<file path="src/rtl/ktq_pkg.sv">
// Package: item types, result kinds and sizing constants for the keyed timer queue.
`default_nettype none
package ktq_pkg;
  localparam int CAPACITY_DEF  = 16;
  localparam int SEQ_BITS_DEF  = 8;
  localparam int TIME_BITS_DEF = 48;
  localparam int MAX_OUT       = 16;

  localparam logic [1:0] OP_TICK   = 2'd0;
  localparam logic [1:0] OP_ADD    = 2'd1;
  localparam logic [1:0] OP_REMOVE = 2'd2;
  localparam logic [1:0] OP_UNUSED = 2'd3;

  localparam logic [2:0] K_ADDED   = 3'd0;
  localparam logic [2:0] K_DUP     = 3'd1;
  localparam logic [2:0] K_FULL    = 3'd2;
  localparam logic [2:0] K_REMOVED = 3'd3;
  localparam logic [2:0] K_NOMATCH = 3'd4;
  localparam logic [2:0] K_EXPIRED = 3'd5;
  localparam logic [2:0] K_NONE    = 3'd6;

  typedef struct packed {
    logic [1:0]  operation;
    logic [15:0] target;
    logic [9:0]  tag;
    logic [31:0] delay_ms;
  } in_item_t;

  typedef struct packed {
    logic [2:0]  kind;
    logic [15:0] out_target;
    logic [9:0]  out_tag;
    logic        last;
  } out_item_t;

  // controller to datapath
  typedef struct packed {
    logic load;      // capture input item, clear scan state
    logic scan;      // examine one slot
    logic commit;    // apply add or remove at scan end
    logic tick_adv;  // advance elapsed time
    logic take_best; // retire best due slot
  } ktq_cmd_t;

  // datapath to controller
  typedef struct packed {
    logic scan_done;
    logic best_found;
    logic more_due;  // scan saw at least two due slots
  } ktq_sts_t;
endpackage
`default_nettype wire

</file>
<file path="src/rtl/ktq_datapath.sv">
// Datapath: slot table, elapsed counter, sequence counter and slot scanner.
`default_nettype none
module ktq_datapath #(
  parameter int CAPACITY  = ktq_pkg::CAPACITY_DEF,
  parameter int SEQ_BITS  = ktq_pkg::SEQ_BITS_DEF,
  parameter int TIME_BITS = ktq_pkg::TIME_BITS_DEF
) (
  input  wire logic              clk,
  input  wire logic              rst,
  input  wire ktq_pkg::in_item_t in_item,
  input  wire ktq_pkg::ktq_cmd_t cmd,
  output ktq_pkg::ktq_sts_t      sts,
  output ktq_pkg::out_item_t     res
);
  import ktq_pkg::*;
  localparam int IW = $clog2(CAPACITY);

  logic [CAPACITY-1:0]  live;
  logic [TIME_BITS-1:0] deadline [CAPACITY];
  logic [SEQ_BITS-1:0]  seqs     [CAPACITY];
  logic [15:0]          owner    [CAPACITY];
  logic [9:0]           label    [CAPACITY];
  logic [TIME_BITS-1:0] elapsed;
  logic [SEQ_BITS-1:0]  seq_cnt;

  in_item_t        item;
  logic [IW:0]     idx;
  logic            match_hit;
  logic [IW-1:0]   match_idx;
  logic            free_hit;
  logic [IW-1:0]   free_idx;
  logic            best_hit;
  logic [IW-1:0]   best_idx;
  logic [TIME_BITS-1:0] best_dl;
  logic [SEQ_BITS-1:0]  best_seq;
  logic            due_seen;
  logic            due_multi;

  logic [IW-1:0]   cur;
  logic            cur_match, cur_due, cur_better;
  logic [TIME_BITS:0] sum;
  logic [TIME_BITS-1:0] new_dl;

  assign cur       = idx[IW-1:0];
  assign cur_match = live[cur] && owner[cur] == item.target && label[cur] == item.tag;
  assign cur_due   = live[cur] && deadline[cur] < elapsed;
  assign cur_better = !best_hit || deadline[cur] < best_dl ||
                      (deadline[cur] == best_dl && seqs[cur] < best_seq);
  assign sum    = {1'b0, elapsed} + {{(TIME_BITS-31){1'b0}}, item.delay_ms};
  assign new_dl = sum[TIME_BITS] ? {TIME_BITS{1'b1}} : sum[TIME_BITS-1:0];

  assign sts.scan_done  = idx == (IW+1)'(CAPACITY);
  assign sts.best_found = best_hit;
  assign sts.more_due   = due_multi;

  always_ff @(posedge clk) begin
    if (rst) begin
      live    <= '0;
      elapsed <= '0;
      seq_cnt <= '0;
      idx     <= '0;
      res     <= '0;
    end else begin
      if (cmd.load) begin
        item      <= in_item;
        idx       <= '0;
        match_hit <= 1'b0;
        free_hit  <= 1'b0;
        best_hit  <= 1'b0;
        due_seen  <= 1'b0;
        due_multi <= 1'b0;
      end
      if (cmd.tick_adv) begin
        elapsed <= elapsed + 1'b1;
        idx     <= '0;
        best_hit <= 1'b0;
        due_seen  <= 1'b0;
        due_multi <= 1'b0;
      end
      if (cmd.scan) begin
        idx <= idx + 1'b1;
        if (item.operation == OP_TICK) begin
          if (cur_due) begin
            due_seen <= 1'b1;
            if (due_seen) due_multi <= 1'b1;
          end
          if (cur_due && cur_better) begin
            best_hit <= 1'b1;
            best_idx <= cur;
            best_dl  <= deadline[cur];
            best_seq <= seqs[cur];
          end
        end else begin
          if (cur_match && !match_hit) begin
            match_hit <= 1'b1;
            match_idx <= cur;
          end
          if (!live[cur] && !free_hit) begin
            free_hit <= 1'b1;
            free_idx <= cur;
          end
        end
      end
      if (cmd.commit) begin
        res.out_target <= item.target;
        res.out_tag    <= item.tag;
        res.last       <= 1'b1;
        if (item.operation == OP_ADD) begin
          seq_cnt <= seq_cnt + 1'b1;
          if (match_hit) res.kind <= K_DUP;
          else if (!free_hit) res.kind <= K_FULL;
          else begin
            res.kind           <= K_ADDED;
            live[free_idx]     <= 1'b1;
            deadline[free_idx] <= new_dl;
            seqs[free_idx]     <= seq_cnt + 1'b1;
            owner[free_idx]    <= item.target;
            label[free_idx]    <= item.tag;
          end
        end else if (match_hit) begin
          res.kind        <= K_REMOVED;
          live[match_idx] <= 1'b0;
        end else begin
          res.kind <= K_NOMATCH;
        end
      end
      if (cmd.take_best) begin
        if (best_hit) begin
          live[best_idx] <= 1'b0;
          res.kind       <= K_EXPIRED;
          res.out_target <= owner[best_idx];
          res.out_tag    <= label[best_idx];
          res.last       <= 1'b0;
        end else begin
          res <= '{kind: K_NONE, out_target: '0, out_tag: '0, last: 1'b1};
        end
        idx      <= '0;
        best_hit <= 1'b0;
        due_seen  <= 1'b0;
        due_multi <= 1'b0;
      end
    end
  end

  a_commit_op: assert property (@(posedge clk) disable iff (rst)
    cmd.commit |-> item.operation == OP_ADD || item.operation == OP_REMOVE)
    else $error("commit on a tick item");
  a_take_needs_done: assert property (@(posedge clk) disable iff (rst)
    cmd.take_best |-> sts.scan_done) else $error("retire before scan end");
  a_scan_bound: assert property (@(posedge clk) disable iff (rst)
    idx <= (IW+1)'(CAPACITY)) else $error("scan index overrun");
  a_elapsed_step: assert property (@(posedge clk) disable iff (rst)
    cmd.tick_adv |=> elapsed == $past(elapsed) + 1'b1) else $error("elapsed step");
endmodule
`default_nettype wire

</file>
<file path="src/rtl/ktq_ctrl.sv">
// Controller: sequences load, slot scans, commit and result delivery.
`default_nettype none
module ktq_ctrl #(
  parameter int CAPACITY = ktq_pkg::CAPACITY_DEF
) (
  input  wire logic              clk,
  input  wire logic              rst,
  input  wire logic              in_valid,
  input  wire logic [1:0]        in_op,
  output logic                   in_stall,
  output logic                   out_valid,
  input  wire logic              out_stall,
  input  wire ktq_pkg::ktq_sts_t sts,
  output ktq_pkg::ktq_cmd_t      cmd,
  output logic                   mark_last
);
  import ktq_pkg::*;
  localparam int LIMIT = (CAPACITY < MAX_OUT) ? CAPACITY : MAX_OUT;
  localparam int CW = $clog2(LIMIT + 1);

  localparam logic [2:0] S_IDLE = 3'd0;
  localparam logic [2:0] S_SCAN = 3'd1;
  localparam logic [2:0] S_EMIT = 3'd2;
  localparam logic [2:0] S_OUT  = 3'd3;
  localparam logic [2:0] S_TICK = 3'd4;

  logic [2:0]    state, state_next;
  logic          is_tick;
  logic [CW-1:0] count;
  logic          more;    // another expiry scan follows this output

  logic accept;
  assign accept   = in_valid && !in_stall;
  assign in_stall = state != S_IDLE;
  assign out_valid = state == S_OUT;

  always_comb begin
    cmd = '0;
    state_next = state;
    case (state)
      S_IDLE: if (accept && in_op != OP_UNUSED) begin
        cmd.load = 1'b1;
        state_next = (in_op == OP_TICK) ? S_TICK : S_SCAN;
      end
      S_TICK: begin
        cmd.tick_adv = 1'b1;
        state_next = S_SCAN;
      end
      S_SCAN: if (sts.scan_done) begin
        if (is_tick) begin
          cmd.take_best = 1'b1;
          state_next = S_EMIT;
        end else begin
          cmd.commit = 1'b1;
          state_next = S_OUT;
        end
      end else cmd.scan = 1'b1;
      S_EMIT: state_next = S_OUT;
      S_OUT: if (!out_stall) state_next = more ? S_SCAN : S_IDLE;
      default: state_next = S_IDLE;
    endcase
  end

  // last mark for expiries: no further scan follows
  assign mark_last = !more;

  always_ff @(posedge clk) begin
    if (rst) begin
      state   <= S_IDLE;
      is_tick <= 1'b0;
      count   <= '0;
      more    <= 1'b0;
    end else begin
      state <= state_next;
      if (cmd.load) begin
        is_tick <= in_op == OP_TICK;
        count   <= '0;
        more    <= 1'b0;
      end
      if (cmd.take_best) begin
        more  <= sts.best_found && sts.more_due && (count + 1'b1) < CW'(LIMIT);
        count <= count + 1'b1;
      end
    end
  end

  a_stall_busy: assert property (@(posedge clk) disable iff (rst)
    out_valid |-> in_stall) else $error("input open while result waits");
  a_one_cmd: assert property (@(posedge clk) disable iff (rst)
    $onehot0({cmd.load, cmd.scan, cmd.commit, cmd.tick_adv, cmd.take_best}))
    else $error("conflicting commands");
  a_out_hold: assert property (@(posedge clk) disable iff (rst)
    out_valid && out_stall |=> out_valid) else $error("result dropped");
endmodule
`default_nettype wire

</file>
<file path="src/rtl/keyed_timer_queue.sv">
// Top level: keyed one-shot timer table with cancel.
//   channel | direction | handshake           | payload
//   in      | input     | in_valid / in_stall  | ktq_pkg::in_item_t
//   out     | output    | out_valid / out_stall| ktq_pkg::out_item_t
// Add and remove compare one slot per cycle, then commit their result.
// A tick runs one full slot scan for each result. Each expiry scan also notes
// whether a second timer is due; that and the MAX_OUT limit set the last mark.
// Reset (rst, synchronous) clears live flags, elapsed time and the sequence counter.
// The output register holds a result under out_stall; input is stalled meanwhile.
`default_nettype none
module keyed_timer_queue #(
  parameter int CAPACITY  = ktq_pkg::CAPACITY_DEF,
  parameter int SEQ_BITS  = ktq_pkg::SEQ_BITS_DEF,
  parameter int TIME_BITS = ktq_pkg::TIME_BITS_DEF
) (
  input  wire logic               clk,
  input  wire logic               rst,
  input  wire logic               in_valid,
  output logic                    in_stall,
  input  wire ktq_pkg::in_item_t  in_item,
  output logic                    out_valid,
  input  wire logic               out_stall,
  output ktq_pkg::out_item_t      out_item
);
  import ktq_pkg::*;

  ktq_cmd_t  cmd;
  ktq_sts_t  sts;
  out_item_t res;
  logic      mark_last;
  logic      cv;

  ktq_ctrl #(.CAPACITY(CAPACITY)) u_ctrl (
    .clk, .rst, .in_valid, .in_op(in_item.operation), .in_stall,
    .out_valid(cv), .out_stall, .sts, .cmd, .mark_last
  );

  ktq_datapath #(.CAPACITY(CAPACITY), .SEQ_BITS(SEQ_BITS), .TIME_BITS(TIME_BITS)) u_dp (
    .clk, .rst, .in_item, .cmd, .sts, .res
  );

  assign out_valid = cv;
  always_comb begin
    out_item = res;
    if (res.kind == K_EXPIRED)
      out_item.last = mark_last;
  end
endmodule
`default_nettype wire
</file>
<file path="config.mk">
export PLATFORM = sky130hd
export DESIGN_NAME = keyed_timer_queue
export DESIGN_NICKNAME = d
export VERILOG_FILES = /design/src/rtl/ktq_pkg.sv /design/src/rtl/ktq_datapath.sv /design/src/rtl/ktq_ctrl.sv /design/src/rtl/keyed_timer_queue.sv
export SDC_FILE = /design/constraint.sdc
export NUM_CORES = 2
export LEC_CHECK = 0
export BUFFER_PORTS_ARGS = -buffer_cell sky130_fd_sc_hd__buf_2
export CORE_MARGIN = 1
export CORE_UTILIZATION = 45
export CTS_CLUSTER_DIAMETER = 80
export DETAILED_ROUTE_END_ITERATION = 16
export GPL_ROUTABILITY_DRIVEN = 0
export PLACE_DENSITY = 0.67
export SYNTH_ARGS = -nofsm -noshare
export SYNTH_HDL_FRONTEND = slang
export SYNTH_SLANG_ARGS = --single-unit
</file>
<file path="constraint.sdc">
create_clock -name clk -period 7.4 [get_ports clk]
set_input_delay 0 -clock clk [delete_from_list [all_inputs] [get_ports clk]]
set_output_delay 0 -clock clk [all_outputs]
set_load 0.02 [all_outputs]
</file>
==> reports/results.ini <==
[pwr]
ir_drop_mv=0.250
pwr_density_cell_nw_per_um2=246
p_leak_uw=0.0247
finalPower_uw=18900

[clocking]
cts.sinks=1570
cts_made_buffers=157
clk_latency_ns=0.81
clk_pin_slew_ns=0.06
cts_resized=0
post_cts.repair.setup_buffers=0
ctsHoldBuffers=120
cts_tree=built
cts-root-buf=clkbuf_16
htree_levels=4
clk_path_buf_depth=3

[cells_and_area]
finalNetCount=4178
final_common_cell=edfxtp_1
drive_gt1_share_pct=23.5
nFillCells=11680
final_cell_mix=edfxtp_1 (1445), mux4_2 (495), nor2_1 (161)
post-route-util_pct=52.0
antenna_cells=0
synthToLayoutAreaGrowth_pct=14.2
finalInstanceArea_um2=77100

[placed_design]
dpl_cell_area_um2=70400
hpwlAfterDp_um=91900
place_ws_ns=1.41
io_buffers=95

[synth]
syn_nets=3942
synth-seq-area-share_pct=68.0
yosysWarnings=0
ys.flop_type=edfxtp_1
synth_cell_types=69
synth_cells=3738
syn_area_um2=67500
synth-async-reset-ratio_pct=0
synth.ff_latch_count=1570
synth_edf_count=1445
syn_avg_cell_area_um2=18.1

[setup_path]
critPathMaxStageDelay_ns=0.70
crit_arrival_ns=6.43
reg2regPathDepth=12
crit_fanout=107
crit_chain=buf_12 -> mux4_2 -> mux4_2 -> ha_1 -> and3_1 -> a221oi_1 -> o211ai_1 -> a221oi_1 -> o211ai_1 -> a31o_2 -> nor2_4 -> buf_4
crit_path_start_kind=flop
r2r_end=u_dp.best_dl[36]
critPathKind=reg2reg
ff2ff_setup_slack_ns=1.39
endpoint_kind=flop
critPathRequiredTime_ns=7.82
worst_path_max_delay_cell=dfxtp_4

[floorplanning]
die_area_um2=152000
dieWidth_um=389
io_pins=96
initial_core_util_pct=45.5
row_count=141
core-area_um2=148000
die_y_um=389

[sta]
fin_crit_sh_pct=81.3
skew_ns=0.0458
finalMaxSlewViolations=0
fin_crit_ns=6.01
tightest_slew_ns=1.29
fmax_mhz=166
finalSetupViolCount=0
layout_setup_ws_ns=1.39
slew_headroom_pct=13.7
hold_violations=0
rsz0062_at_grt=no

[global_route]
grt_antenna_before_repair=5
groute.usage.overall_pct=22.1
globalRouteOverflowTotal=0
grt_pass1_wl_um=246000
grt_max_degree=108
grt_pass1_vias=37311

[worst_hold_path]
hold_path_startpoint=in_item[37]
hold_path_end=u_dp.item[37]
hold_depth=2
hold_class=in2reg

[outcome]
status=complete, no violations

[detailed_routing]
vias_per_cell=6.02
wl_per_cell_um=27.3
vias=36791
drt-total-wl_um=167000
drt_iter0_markers=4066
drcViolationCount=0
ant_nets=0
drtPass1Iterations=6

[run]
drv_cap=0

cells by family after synthesis:
logic type               synth area share (%)
flip-flops                               68.0
AND/OR/NAND/NOR                          4.43
multiplexers                             17.6
AO/OA/AOI/OAI                            3.84
buffers and inverters                    2.19
adder cells (fa/ha/maj)                  2.61
XOR/XNOR                                 1.34
registers in the layout, summed over array words and instances (netlist names), 3 cells and up, named ones only:
signal          flops
u_dp.elapsed       48
u_dp.seqs         128
u_dp.best_seq       8
u_dp.idx            5
u_ctrl.state        3
u_dp.free_idx       4
u_dp.owner        256
u_dp.best_idx       4
u_dp.best_dl       48
u_ctrl.count        5
u_dp.live          16
u_dp.res           30
u_dp.deadline     768
u_dp.match_idx      4
u_dp.item          60
u_dp.seq_cnt        8
u_dp.label        160
worst max-delay path by stage:
stage	startpoint	to	slack, ns
final	flop	u_dp.best_dl[36]	1.39
after global routing	flop	u_dp.best_dl[28]	1.25
after CTS	flop	u_dp.best_dl[36]	1.36
after detailed placement	flop	u_dp.best_dl[25]	1.41
after global placement	flop	u_dp.best_dl[24]	1.43
after floorplan	u_dp.idx[0]	u_dp.deadline[6][0]	-0.62
critical path, delay by kind of cell (launching register included):
kind                     cells  cell delay [ns]
adder cells (fa/ha/maj)      1             0.30
multiplexers                 2             0.98
AO/OA/AOI/OAI                5             1.88
AND/OR/NAND/NOR              2             0.46
buffers and inverters        2             1.12
flip-flops                   1             0.70
layer usage:
metal,GRT usage (%),vias up,routed length (um)
met1,30.7,19396,69400
met2,36.0,1506,81100
met3,4.06,235,12400
met4,5.96,4,3570
met5,0,-,26
li1,-,15650,-
power by group:
part	switching (uW)	leakage (uW)	internal [uW]
Sequential	62.0	0.0141	9640
Combinational	440	0.00796	443
Clock	3470	0.00266	4890
Total	3970	0.0247	15000
final cells by class:
type / instances / area, um^2 / share of cell area, %
Tap cell: 2002 / 2500 / 3.25
Clock buffer: 193 / 4170 / 5.40
Sequential cell: 1570 / 45900 / 59.5
Clock inverter: 99 / 1300 / 1.68
Multi-Input combinational cell: 1823 / 20300 / 26.3
Timing Repair Buffer: 296 / 2450 / 3.18
Inverter: 126 / 473 / 0.613
Yosys cell counts, drive strengths merged, types with 46 or more instances:
cell type	number	area share [%]
buf	109	0.88
o21ai	50	0.37
clkbuf	110	0.61
a211oi	46	0.51
dfxtp	125	3.7
nor2	172	0.97
ha	139	2.6
a21oi	130	0.96
nor3	87	0.64
mux4	495	17
inv	126	0.70
a21o	51	0.57
mux2i	66	0.98
xnor2	77	1.0
edfxtp	1445	64
nand2	130	0.73
stage by stage:
stage / cells / setup TNS [ns] / hold WS, ns
floorplan: 3738 / -140.19 / 0.0989
finish: 6109 / 0 / 0.0122
CTS: 6109 / 0 / 0.00160
detailed placement: 5697 / 0 / 0.178
global placement: 5697 / 0 / 0.176
global route: 6109 / 0 / 0.0321
No activity file was read; power rests on OpenSTA's default activity.
